File: config.mk
export PLATFORM = sky130hd
export DESIGN_NAME = gtq_ctrl
export DESIGN_NICKNAME = d
export VERILOG_FILES = /design/src/gtq_pkg.sv /design/src/gtq_ctrl.sv
export SDC_FILE = /design/constraint.sdc
export NUM_CORES = 1
export LEC_CHECK = 0
export BUFFER_PORTS_ARGS = -buffer_cell sky130_fd_sc_hd__buf_2
export CAP_MARGIN = 20
export CORE_AREA = 8 8 45 47
export CTS_BUF_LIST = sky130_fd_sc_hd__clkbuf_8 sky130_fd_sc_hd__clkbuf_16
export CTS_CLUSTER_DIAMETER = 150
export DETAILED_ROUTE_END_ITERATION = 16
export DIE_AREA = 0 0 53 55
export GPL_TIMING_DRIVEN = 0
export MAX_ROUTING_LAYER = met4
export SLEW_MARGIN = 20
export SYNTH_ARGS = -nofsm -noshare
export SYNTH_HDL_FRONTEND = slang
export SYNTH_SLANG_ARGS = --single-unit
File: constraint.sdc
create_clock -name clk -period 2.86 [get_ports clk]
set_input_delay 0.286 -clock clk [delete_from_list [all_inputs] [get_ports clk]]
set_output_delay 0.286 -clock clk [all_outputs]
set_load 0.1 [all_outputs]
File: src/gtq_pkg.sv
// shared types and constants of the team queue engine
// no dependencies
package gtq_pkg;

  localparam int MEMBER_IDS = 1024;
  localparam int GROUPS     = 16;
  localparam int CAPACITY   = 64;
  localparam int NGRP       = GROUPS + 1;

  localparam int MW  = 10;                  // member id bits
  localparam int GW  = 5;                   // group number bits
  localparam int EW  = $clog2(CAPACITY);    // pool entry index bits
  localparam int CW  = $clog2(CAPACITY + 1); // pool count bits
  localparam int MAW = $clog2(MEMBER_IDS);  // group map address bits

  localparam logic [2:0] OP_ASSIGN  = 3'd0;
  localparam logic [2:0] OP_ENQUEUE = 3'd1;
  localparam logic [2:0] OP_DEQUEUE = 3'd2;
  localparam logic [2:0] OP_DUMP    = 3'd3;
  localparam logic [2:0] OP_CLEAR   = 3'd4;

  typedef struct packed {
    logic [2:0]    opcode;
    logic [MW-1:0] member;
    logic [GW-1:0] group;
  } in_item_t;

  typedef struct packed {
    logic [MW-1:0] member_out;
    logic [GW-1:0] group_out;
    logic          is_empty;
    logic          overflowed;
    logic          last;
  } out_item_t;

  typedef struct packed {
    logic load;   // take a request into the request register
    logic exec;   // carry out the held request
    logic sweep;  // one step of the map clearing pass
    logic dump;   // list walk in progress
    logic emit;   // load one dump result into the output register
  } ctrl_cmd_t;

  typedef struct packed {
    logic [2:0] op;
    logic       sweep_done;
    logic       out_free;
    logic       dump_last;
  } ctrl_sts_t;

endpackage

File: src/gtq_ctrl.sv
// controller state machine of the team queue engine
// depends on gtq_pkg
module gtq_ctrl (
  input  logic               clk,
  input  logic               rst_n,
  input  logic               in_valid,
  output logic               in_stall,
  input  gtq_pkg::ctrl_sts_t sts,
  output gtq_pkg::ctrl_cmd_t cmd
);

  localparam logic [2:0] ST_CLR  = 3'd0;
  localparam logic [2:0] ST_IDLE = 3'd1;
  localparam logic [2:0] ST_EXEC = 3'd2;
  localparam logic [2:0] ST_DRD  = 3'd3;
  localparam logic [2:0] ST_DOUT = 3'd4;

  logic [2:0] state_r;
  logic [2:0] state_nxt;

  always_comb begin
    state_nxt = state_r;
    cmd       = '0;
    case (state_r)
      ST_CLR: begin
        cmd.sweep = 1'b1;
        if (sts.sweep_done) begin
          state_nxt = ST_IDLE;
        end
      end
      ST_IDLE: begin
        if (in_valid) begin
          cmd.load  = 1'b1;
          state_nxt = ST_EXEC;
        end
      end
      ST_EXEC: begin
        cmd.exec = 1'b1;
        if (sts.op == gtq_pkg::OP_DUMP) begin
          state_nxt = ST_DRD;
        end else if (sts.op == gtq_pkg::OP_CLEAR) begin
          state_nxt = ST_CLR;
        end else begin
          state_nxt = ST_IDLE;
        end
      end
      ST_DRD: begin
        // list memories settle on the current entry
        cmd.dump  = 1'b1;
        state_nxt = ST_DOUT;
      end
      ST_DOUT: begin
        cmd.dump = 1'b1;
        if (sts.out_free) begin
          cmd.emit  = 1'b1;
          state_nxt = sts.dump_last ? ST_IDLE : ST_DRD;
        end
      end
      default: begin
        state_nxt = ST_CLR;
      end
    endcase
  end

  always_ff @(posedge clk) begin
    if (!rst_n) begin
      state_r <= ST_CLR;
    end else begin
      state_r <= state_nxt;
    end
  end

  assign in_stall = (state_r != ST_IDLE);

endmodule

==> results of run 1 <==
-- layout make-up --
| class | count | share of cell area |
|---|---|---|
| multi-input cells | 21 | 0.429 |
| repair buffers | 14 | 0.179 |
| flip-flops and latches | 3 | 0.154 |
| clock buffers | 3 | 0.106 |
| well taps | 16 | 0.0513 |
| plain buffers | 2 | 0.0417 |
| inverters | 3 | 0.0288 |
| clock inverters | 1 | 0.00962 |
-- cell families (layout without fill, tap and decap cells) --
logic type	Yosys count	after routing	synth area share
AND/OR/NAND/NOR	13	13	0.358
AO/OA/AOI/OAI	7	7	0.240
multiplexers	1	1	0.0588
buffers and inverters	5	23	0.108
flip-flops	3	3	0.235
-- worst max-delay path, cell delays in order (launching register included) --
cell and delay (ps):
dfxtp_1 280, buf_2 160, or3b_4 400, nor2_1 90, buf_2 430
-- through the flow --
stage	worst slack, ps	cell area, um2	utilization
final	999	390	0.282
after global routing	819	390	0.282
after CTS	981	390	0.282
after detailed placement	1220	345	0.250
after global placement	1220	345	0.250
after floorplan	29.9	255	-
-- metal layers --
layer,share of wire,wire (um),track usage,up-vias
li1,-,-,-,139
met1,0.45,303,0.0593,112
met2,0.46,315,0.0684,11
met3,0.034,23,0.0187,4
met4,0.056,38,0.0905,0
met5,0,0,-,-
-- report_power, final --
group	switching, mW	internal, mW	total (mW)
registers	0.00264	0.0451	0.0477
logic	0.0690	0.0214	0.0903
clock network	0.0304	0.0916	0.122
-- cells in the mapped netlist --
library cell and number:
dfxtp_1 3, inv_1 3, nand2b_1 1, a311oi_1 1
buf_6 1, or3b_4 1, nor3_1 1, nor4b_1 1
mux2_4 1, nor2_1 3, o21ai_0 1, buf_2 1
nand3b_1 1, a211o_1 1, nor3b_2 2, nand2_1 1
o31ai_2 1, and2_1 1, nor2b_1 1, o21ai_2 1
a211oi_2 1, a21oi_1 1
-- worst max path at each step --
stage	end	slack (ps)	depth (start not counted)	from
after floorplan	cmd[4]	30	4	state_r[0]$_SDFFE_PN0P_
after CTS	cmd[0]	980	4	state_r[0]$_SDFFE_PN0P_
after detailed placement	cmd[0]	1220	4	state_r[0]$_SDFFE_PN0P_
final	cmd[0]	1000	4	state_r[0]$_SDFFE_PN0P_
after global routing	cmd[4]	820	5	state_r[0]$_SDFFE_PN0P_
after global placement	cmd[0]	1220	4	state_r[0]$_SDFFE_PN0P_
==> results.yml, run 1 <==
status:
  outcome: "finished clean"
clocking:
  clock_latency_ps: 220
  clock_sinks: 3
  post_cts_buffers: 0
  cts_resized: 0
  clk_path_buf_depth: 2
  cts_tree: "done"
  clockRootBuffer: "clkbuf_8"
  numCtsBuffers: 3
  ctsHoldBuffers: 0
  path_clk_slew_ps: 30
  htree_levels: 1
final_layout:
  layout.area.seq_um2: 60.1
  fin_cells: 63
  multiInputGateArea_um2: 168
  layout_commonest_cell: "buf_2"
  diodes: 0
  top_regs: "state_r (3)"
  largest_reg_flops: 3
  nNetsFinal: 57
  regMostFlops: "state_r"
  fillers: 163
  layout-drive-gt1-share: 0.553
  area_growth_pct: 52.9
  layout_common_cells: "buf_2 (15), inv_1 (4), nor2_1 (3), clkbuf_8 (3), dfxtp_1 (3)"
setup_path:
  r2r_cells: 4
  critPathKind: "register to output pin"
  rr_startpoint: "state_r[2]$_SDFFE_PN0P_"
  cp.arrival_ps: 1580
  reg2reg_slack_ps: 1680
  r2r-end: "state_r[1]$_SDFFE_PN0P_"
  crit_path_max_fanout: 9
  crit_required_ps: 2570
  worstSetupEndpointType: "output pin"
  startpoint_type: "register"
timing:
  slew_headroom: 0.676
  max_slew.worst_pin.slew_ps: 489
  timing.setup.tns_ps: 0
  slew_viol_final: 0
  hold_viol_final: 0
  grt_setup_unrepaired: "false"
  finalHoldWorstSlack_ps: 298
  finalSetupViolCount: 0
  min_period_ps: 1860
  fin_crit_sh: 0.651
  finClkSkew_ps: 0.914
  fmax_mhz: 537
floorplanning:
  initial_core_util: 0.184
  fp.dieW_um: 53
  dieHeight_um: 55
  ios: 15
  core_area_mm2: 0.00138
  rows: 14
  die-area_mm2: 0.00292
placed_design:
  gp_congestion: 0.741
  io_buffers: 14
  dp_cells: 59
  dp_hpwl_um: 527
detailed_routing:
  viasPerCell: 4.22
  wirelength_um: 680
  wl_per_cell_um: 10.8
  drcViolationCount: 0
  vias: 266
  dr.pass1.iters: 2
  drt_iter0_drc: 1
  drt.antenna.violating_nets: 0
power:
  leakage_nw: 0.203
  finalPower_mw: 0.260
  powerDensity_mw_per_mm2: 666
  irDropWorstVdd_mv: 0.169
yosys:
  synth.avg_cell_area_um2: 8.80
  seq_area_frac_synth: 0.235
  ys_top_cells_by_area: "dfxtp_1 (24%), nor3b_2 (9.8%), mux2_4 (5.9%)"
  synth_nets: 38
  yosys.area.top_type: "dfxtp_1"
  synth_cell_type_count: 22
  synthDominantCellAreaShare: 0.235
  synth_cells: 29
  ys_ff_latch: 3
  netlist_area_um2: 255
  ys.warnings.count: 0
min_path:
  whs_endpoint: "state_r[2]$_SDFFE_PN0P_"
  hp-start: "rst_n"
  hold_depth: 2
  holdCritPathClass: "input port to register"
job:
  drv_cap: 0
global_routing:
  grt_max_degree: 10
  grt_pass1_vias: 282
  overflow: 0
  antenna_found_initial: 0
  grt_pass1_wl_um: 1110
  grt_usage: 0.0574
Note: power is estimated with default switching activity, not from simulation.
==> run 2: changes to the inputs <==
--- a/config.mk
+++ b/config.mk
@@ -5,6 +5,7 @@
 export SDC_FILE = /design/constraint.sdc
 export NUM_CORES = 1
 export LEC_CHECK = 0
+export ABC_AREA = 1
 export BUFFER_PORTS_ARGS = -buffer_cell sky130_fd_sc_hd__buf_2
 export CAP_MARGIN = 20
 export CORE_AREA = 8 8 45 47
==> constraint.sdc (replaced) <==
create_clock -name clk -period 1.9 [get_ports clk]
set_input_delay 0.19 -clock clk [delete_from_list [all_inputs] [get_ports clk]]
set_output_delay 0.19 -clock clk [all_outputs]
set_load 0.1 [all_outputs]
==> run 2 against run 1 <==
Effect of this change: largest cell class unchanged; combinational power rose by 89%; die area unchanged; highest routed layer unchanged; utilization rose by 0.54 points; global-route usage hardly changed; flip-flop and latch count unchanged; design area is 1.9% higher; synthesized cell count rose by 52%; critical endpoint unchanged; critical path type unchanged.
==> results.yml, run 2 <==
status:
  outcome: "finished clean"
yosys:
  synth_cell_type_count: 10
  synth_cells: 44
  yosys.area.top_type: "dfxtp_1"
  synth_nets: 53
  netlist_area_um2: 250
  ys.warnings.count: 0
  yosys-top-cells-count: "nand2_1 (11), nor2_1 (10), inv_1 (7)"
  ys_top_cells_by_area: "dfxtp_1 (24%), nand2_1 (17%), nor2_1 (15%)"
  seq_area_frac_synth: 0.240
  synthDominantCellAreaShare: 0.240
  yosysMostFrequentCell: "nand2_1"
  ys.flop_type: "dfxtp_1"
  synth.avg_cell_area_um2: 5.69
  synth-edff-count: 0
  async_flop_share: 0
  ys_ff_latch: 3
setup_path:
  critPathKind: "register to output pin"
  reg2reg_slack_ps: 880
  worstSetupEndpointType: "output pin"
  cp.arrival_ps: 1390
  crit_required_ps: 1710
  crit_path_max_fanout: 5
  startpoint_type: "register"
detailed_routing:
  drcViolationCount: 0
  wl_met1_um: 229
  drt_iter0_drc: 12
  vias: 315
  wl_per_cell_um: 8.38
  dr.pass1.iters: 3
  wirelength_um: 654
  drt.antenna.violating_nets: 0
  met2_wirelength_um: 294
  top_layer: "met4"
  dr_wl_met3_um: 104
  viasPerCell: 4.04
clocking:
  path_clk_slew_ps: 30
  post_cts_buffers: 0
  ctsHoldBuffers: 0
  numCtsBuffers: 3
  cts_resized: 0
  clock_sinks: 3
  htree_levels: 1
  clockRootBuffer: "clkbuf_8"
  clock_latency_ps: 220
  cts_tree: "done"
  clk_path_buf_depth: 2
final_layout:
  regMostFlops: "state_r"
  area_growth_pct: 59.0
  top_regs: "state_r (3)"
  layout-drive-gt1-share: 0.435
  diodes: 0
  largest_reg_flops: 3
  layout_commonest_cell: "buf_2"
  nNetsFinal: 72
  layout_common_cells: "buf_2 (14), nand2_1 (11), inv_1 (8)"
  finish.utilization: 0.288
timing:
  timing.setup.tns_ps: 0
  finalSetupViolCount: 0
  slew_viol_final: 0
  hold_viol_final: 0
  grt_setup_unrepaired: "false"
  finClkSkew_ps: 1.09
  fmax_mhz: 632
  fin_crit_sh: 0.833
  min_period_ps: 1580
  slew_headroom: 0.676
  max_slew.worst_pin.slew_ps: 490
min_path:
  holdCritPathClass: "input port to register"
global_routing:
  antenna_found_initial: 0
  grt_max_degree: 7
  grt_pass1_vias: 303
  overflow: 0
  grt_pass1_wl_um: 1150
  grt_usage: 0.0574
floorplanning:
  ios: 15
  fp.dieW_um: 53
  dieHeight_um: 55
  core_area_mm2: 0.00138
  initial_core_util: 0.181
  rows: 14
  die-area_mm2: 0.00292
job:
  drv_cap: 0
placed_design:
  gp_congestion: 0.688
  io_buffers: 14
  dp_hpwl_um: 561
power:
  leakage_nw: 0.220
  powerDensity_mw_per_mm2: 1080
  irDropWorstVdd_mv: 0.314
[run 2: cell count changes after synthesis, sizes merged, moves of 2 or more]
cell / delta
o21ai: -2
nor3b: -2
inv: +5
buf: -2
nand3: +7
nand2: +10
nor2: +10
[run 2: report_power, final]
group          internal (mW)  switching [mW]
combinational         0.0357           0.136
sequential            0.0689         0.00740
clock                  0.138          0.0428
[run 2: metal layers]
| metal | track usage | vias up |
|---|---|---|
| met2 | 0.0781 | 12 |
| met3 | 0.0428 | 3 |
| met5 | - | - |
| li1 | - | 168 |
| met1 | 0.0516 | 132 |
| met4 | 0.0517 | 0 |
[run 2: layout make-up]
class | count | area (um2)
fill | 163 | 986
multi-input combinational | 33 | 173
timing repair buffer | 14 | 70.1
sequential | 3 | 60.1
clock buffer | 3 | 41.3
inverter | 8 | 30.0
tap | 16 | 20.0
clock inverter | 1 | 3.75
[run 2: path summary, 6_finish.rpt]
path / startpoint / depth (start not counted) / to
min reg2reg: state_r[1]$_SDFFE_PN0P_ / 2 / state_r[2]$_SDFFE_PN0P_
min: rst_n / 3 / state_r[1]$_SDFFE_PN0P_
max reg2reg: state_r[0]$_SDFFE_PN0P_ / 6 / state_r[1]$_SDFFE_PN0P_
max: state_r[0]$_SDFFE_PN0P_ / 4 / cmd[0]
[run 2: critical path, cell delays in order, from the launching register on]
cell	delay, ps
dfxtp_1	340
nor2_2	210
nand2_1	120
nor2_2	80
buf_2	420
[run 2: cell families (layout without fill, tap and decap cells)]
family                 count (synthesis)  in the layout  share of synthesized area
DFF                                    3              3                      0.240
buffers and inverters                  8             26                      0.120
and+or+nand+nor                       32             32                      0.620
AOI/OAI and AO/OA                      1              1                     0.0200
[run 2: per-stage QoR]
step                      hold slack [ps]  instance area [um2]  std cells  worst slack (ps)  power (mW)
after floorplan                       334                  263         44              53.4       0.222
after global placement                452                  353         74               535       0.250
after detailed placement              452                  353         74               525       0.251
after CTS                             228                  398         78               297       0.437
after global routing                  249                  398         78               209       0.460
final                                 232                  398         78               317       0.428
==> run 3: changes to the inputs <==
==> constraint.sdc (replaced) <==
create_clock -name clk -period 1.4 [get_ports clk]
set_input_delay 0.14 -clock clk [delete_from_list [all_inputs] [get_ports clk]]
set_output_delay 0.14 -clock clk [all_outputs]
set_load 0.1 [all_outputs]
==> run 3 against run 2 <==
Effect of this change: utilization increased by 5.2 points; worst setup slack got worse by 240 ps; combinational power increased by 57%; sequential share of layout area decreased by 1.3 points; die area unchanged; via count decreased by 0.63%; critical path type unchanged; critical endpoint unchanged; largest power group is now combinational logic.
==> results.yml, run 3 (synthesized netlist as in run 2, its figures left out) <==
status:
  outcome: "finished clean"
detailed_routing:
  met2_wirelength_um: 340
  drt.antenna.violating_nets: 0
  vias: 313
  top_layer: "met4"
  dr.pass1.iters: 4
  drt_iter0_drc: 8
  drcViolationCount: 0
  wirelength_um: 753
  wl_per_cell_um: 9.65
  dr_wl_met3_um: 97
  viasPerCell: 4.01
  wl_met1_um: 281
setup_path:
  critPathKind: "register to output pin"
  startpoint_type: "register"
  crit_path_max_fanout: 5
  crit_required_ps: 1260
  worstSetupEndpointType: "output pin"
  cp.arrival_ps: 1180
floorplanning:
  fp.dieW_um: 53
  initial_core_util: 0.181
  die-area_mm2: 0.00292
  core_area_mm2: 0.00138
  rows: 14
  ios: 15
  dieHeight_um: 55
power:
  irDropWorstVdd_mv: 0.597
  p_sw_frac: 0.432
  leakage_nw: 0.233
  finalPower_mw: 0.628
  pwr-share-comb: 0.427
  p_sw_mw: 0.272
  powerDensity_mw_per_mm2: 1340
  power_frac_seq: 0.176
  p_clk_frac: 0.397
  p_int_mw: 0.357
clocking:
  clock_latency_ps: 220
  htree_levels: 1
  cts_tree: "done"
  ctsHoldBuffers: 0
  clock_sinks: 3
  numCtsBuffers: 3
  path_clk_slew_ps: 30
  clk_path_buf_depth: 2
  clockRootBuffer: "clkbuf_8"
timing:
  min_period_ps: 1320
  max_slew.worst_pin.slew_ps: 280
  slew_headroom: 0.815
  fmax_mhz: 757
  fin_crit_sh: 0.944
  fin_ws_ps: 79.0
  hold_viol_final: 0
  finalSetupViolCount: 0
  finalHoldWorstSlack_ps: 177
  grt_setup_unrepaired: "false"
  slew_viol_final: 0
  finClkSkew_ps: 3.66
placed_design:
  dp_hpwl_um: 629
  gp_congestion: 0.750
  io_buffers: 14
  dpl_worst_slack_ps: -6.40
final_layout:
  layout-drive-gt1-share: 0.484
  regMostFlops: "state_r"
  finish.utilization: 0.340
  layout_common_cells: "nand2_1 (10), inv_1 (8), buf_2 (8)"
  area_growth_pct: 88.0
  top_regs: "state_r (3)"
  diodes: 0
  nNetsFinal: 72
  layout_commonest_cell: "nand2_1"
  largest_reg_flops: 3
global_routing:
  antenna_found_initial: 0
  grt_pass1_wl_um: 1210
  overflow: 0
  grt_pass1_vias: 329
  grt_usage: 0.0618
  grt_max_degree: 7
job:
  drv_cap: 0
min_path:
  holdCritPathClass: "input port to register"
[run 3: changes by cell type in the layout (fill, tap and decap cells not counted), moves of 2 or more]
cell	delta
nor2_4	+4
buf_8	+2
buf_2	-6
dfxtp_1	-2
nor2_2	-4
buf_6	+2
buf_4	+2
[run 3: power groups by stage]
stage | Combinational, mW | Clock (mW) | Sequential, mW
after floorplan | 0.209 | 0 | 0.106
after global placement | 0.245 | 0 | 0.107
after detailed placement | 0.247 | 0 | 0.109
after global routing | 0.286 | 0.269 | 0.113
final | 0.268 | 0.249 | 0.111
after CTS | 0.265 | 0.252 | 0.107
[run 3: timing repair]
action / in CTS / in global routing
resized for setup: 9 / 7
setup buffers: 0 / 0
endpoints found under the setup margin: 6 / 6
pin swaps: 0 / 0
[run 3: metrics by stage]
step,cells,area [um2],TNS [ps]
6_report,78,470,0
5_1_grt,78,470,0
3_3_place_gp,74,378,-2.83
3_5_place_dp,74,378,-6.40
2_1_floorplan,44,288,-160
4_1_cts,78,449,-106
[run 3: layout make-up]
| type | instances | area [um2] |
|---|---|---|
| flip-flops and latches | 3 | 65.1 |
| fillers | 154 | 913 |
| well taps | 16 | 20.0 |
| inverters | 8 | 30.0 |
| clock buffers | 3 | 41.3 |
| repair buffers | 14 | 108 |
| clock inverters | 1 | 3.75 |
| multi-input cells | 33 | 203 |
[run 3: worst paths after layout]
kind	cells after the start	to	slack, ps	startpoint
worst max-delay path	4	cmd[0]	80	state_r[1]$_SDFFE_PN0P_
worst min-delay path	3	state_r[0]$_SDFFE_PN0P_	180	rst_n
worst min register to register	2	state_r[2]$_SDFFE_PN0P_	570	state_r[2]$_SDFFE_PN0P_
worst max register to register	7	state_r[0]$_SDFFE_PN0P_	390	state_r[2]$_SDFFE_PN0P_
[run 3: critical path, cell delays in order (launching register included)]
cell,delay (ps)
dfxtp_1,340
nor2_4,170
nand2_1,130
nor2_4,110
buf_8,200
[run 3: metal layers]
metal  vias up  track usage
li1        173            -
met1       125       0.0483
met2        11       0.0918
met3         4       0.0348
met4         0       0.0776
met5         -            -
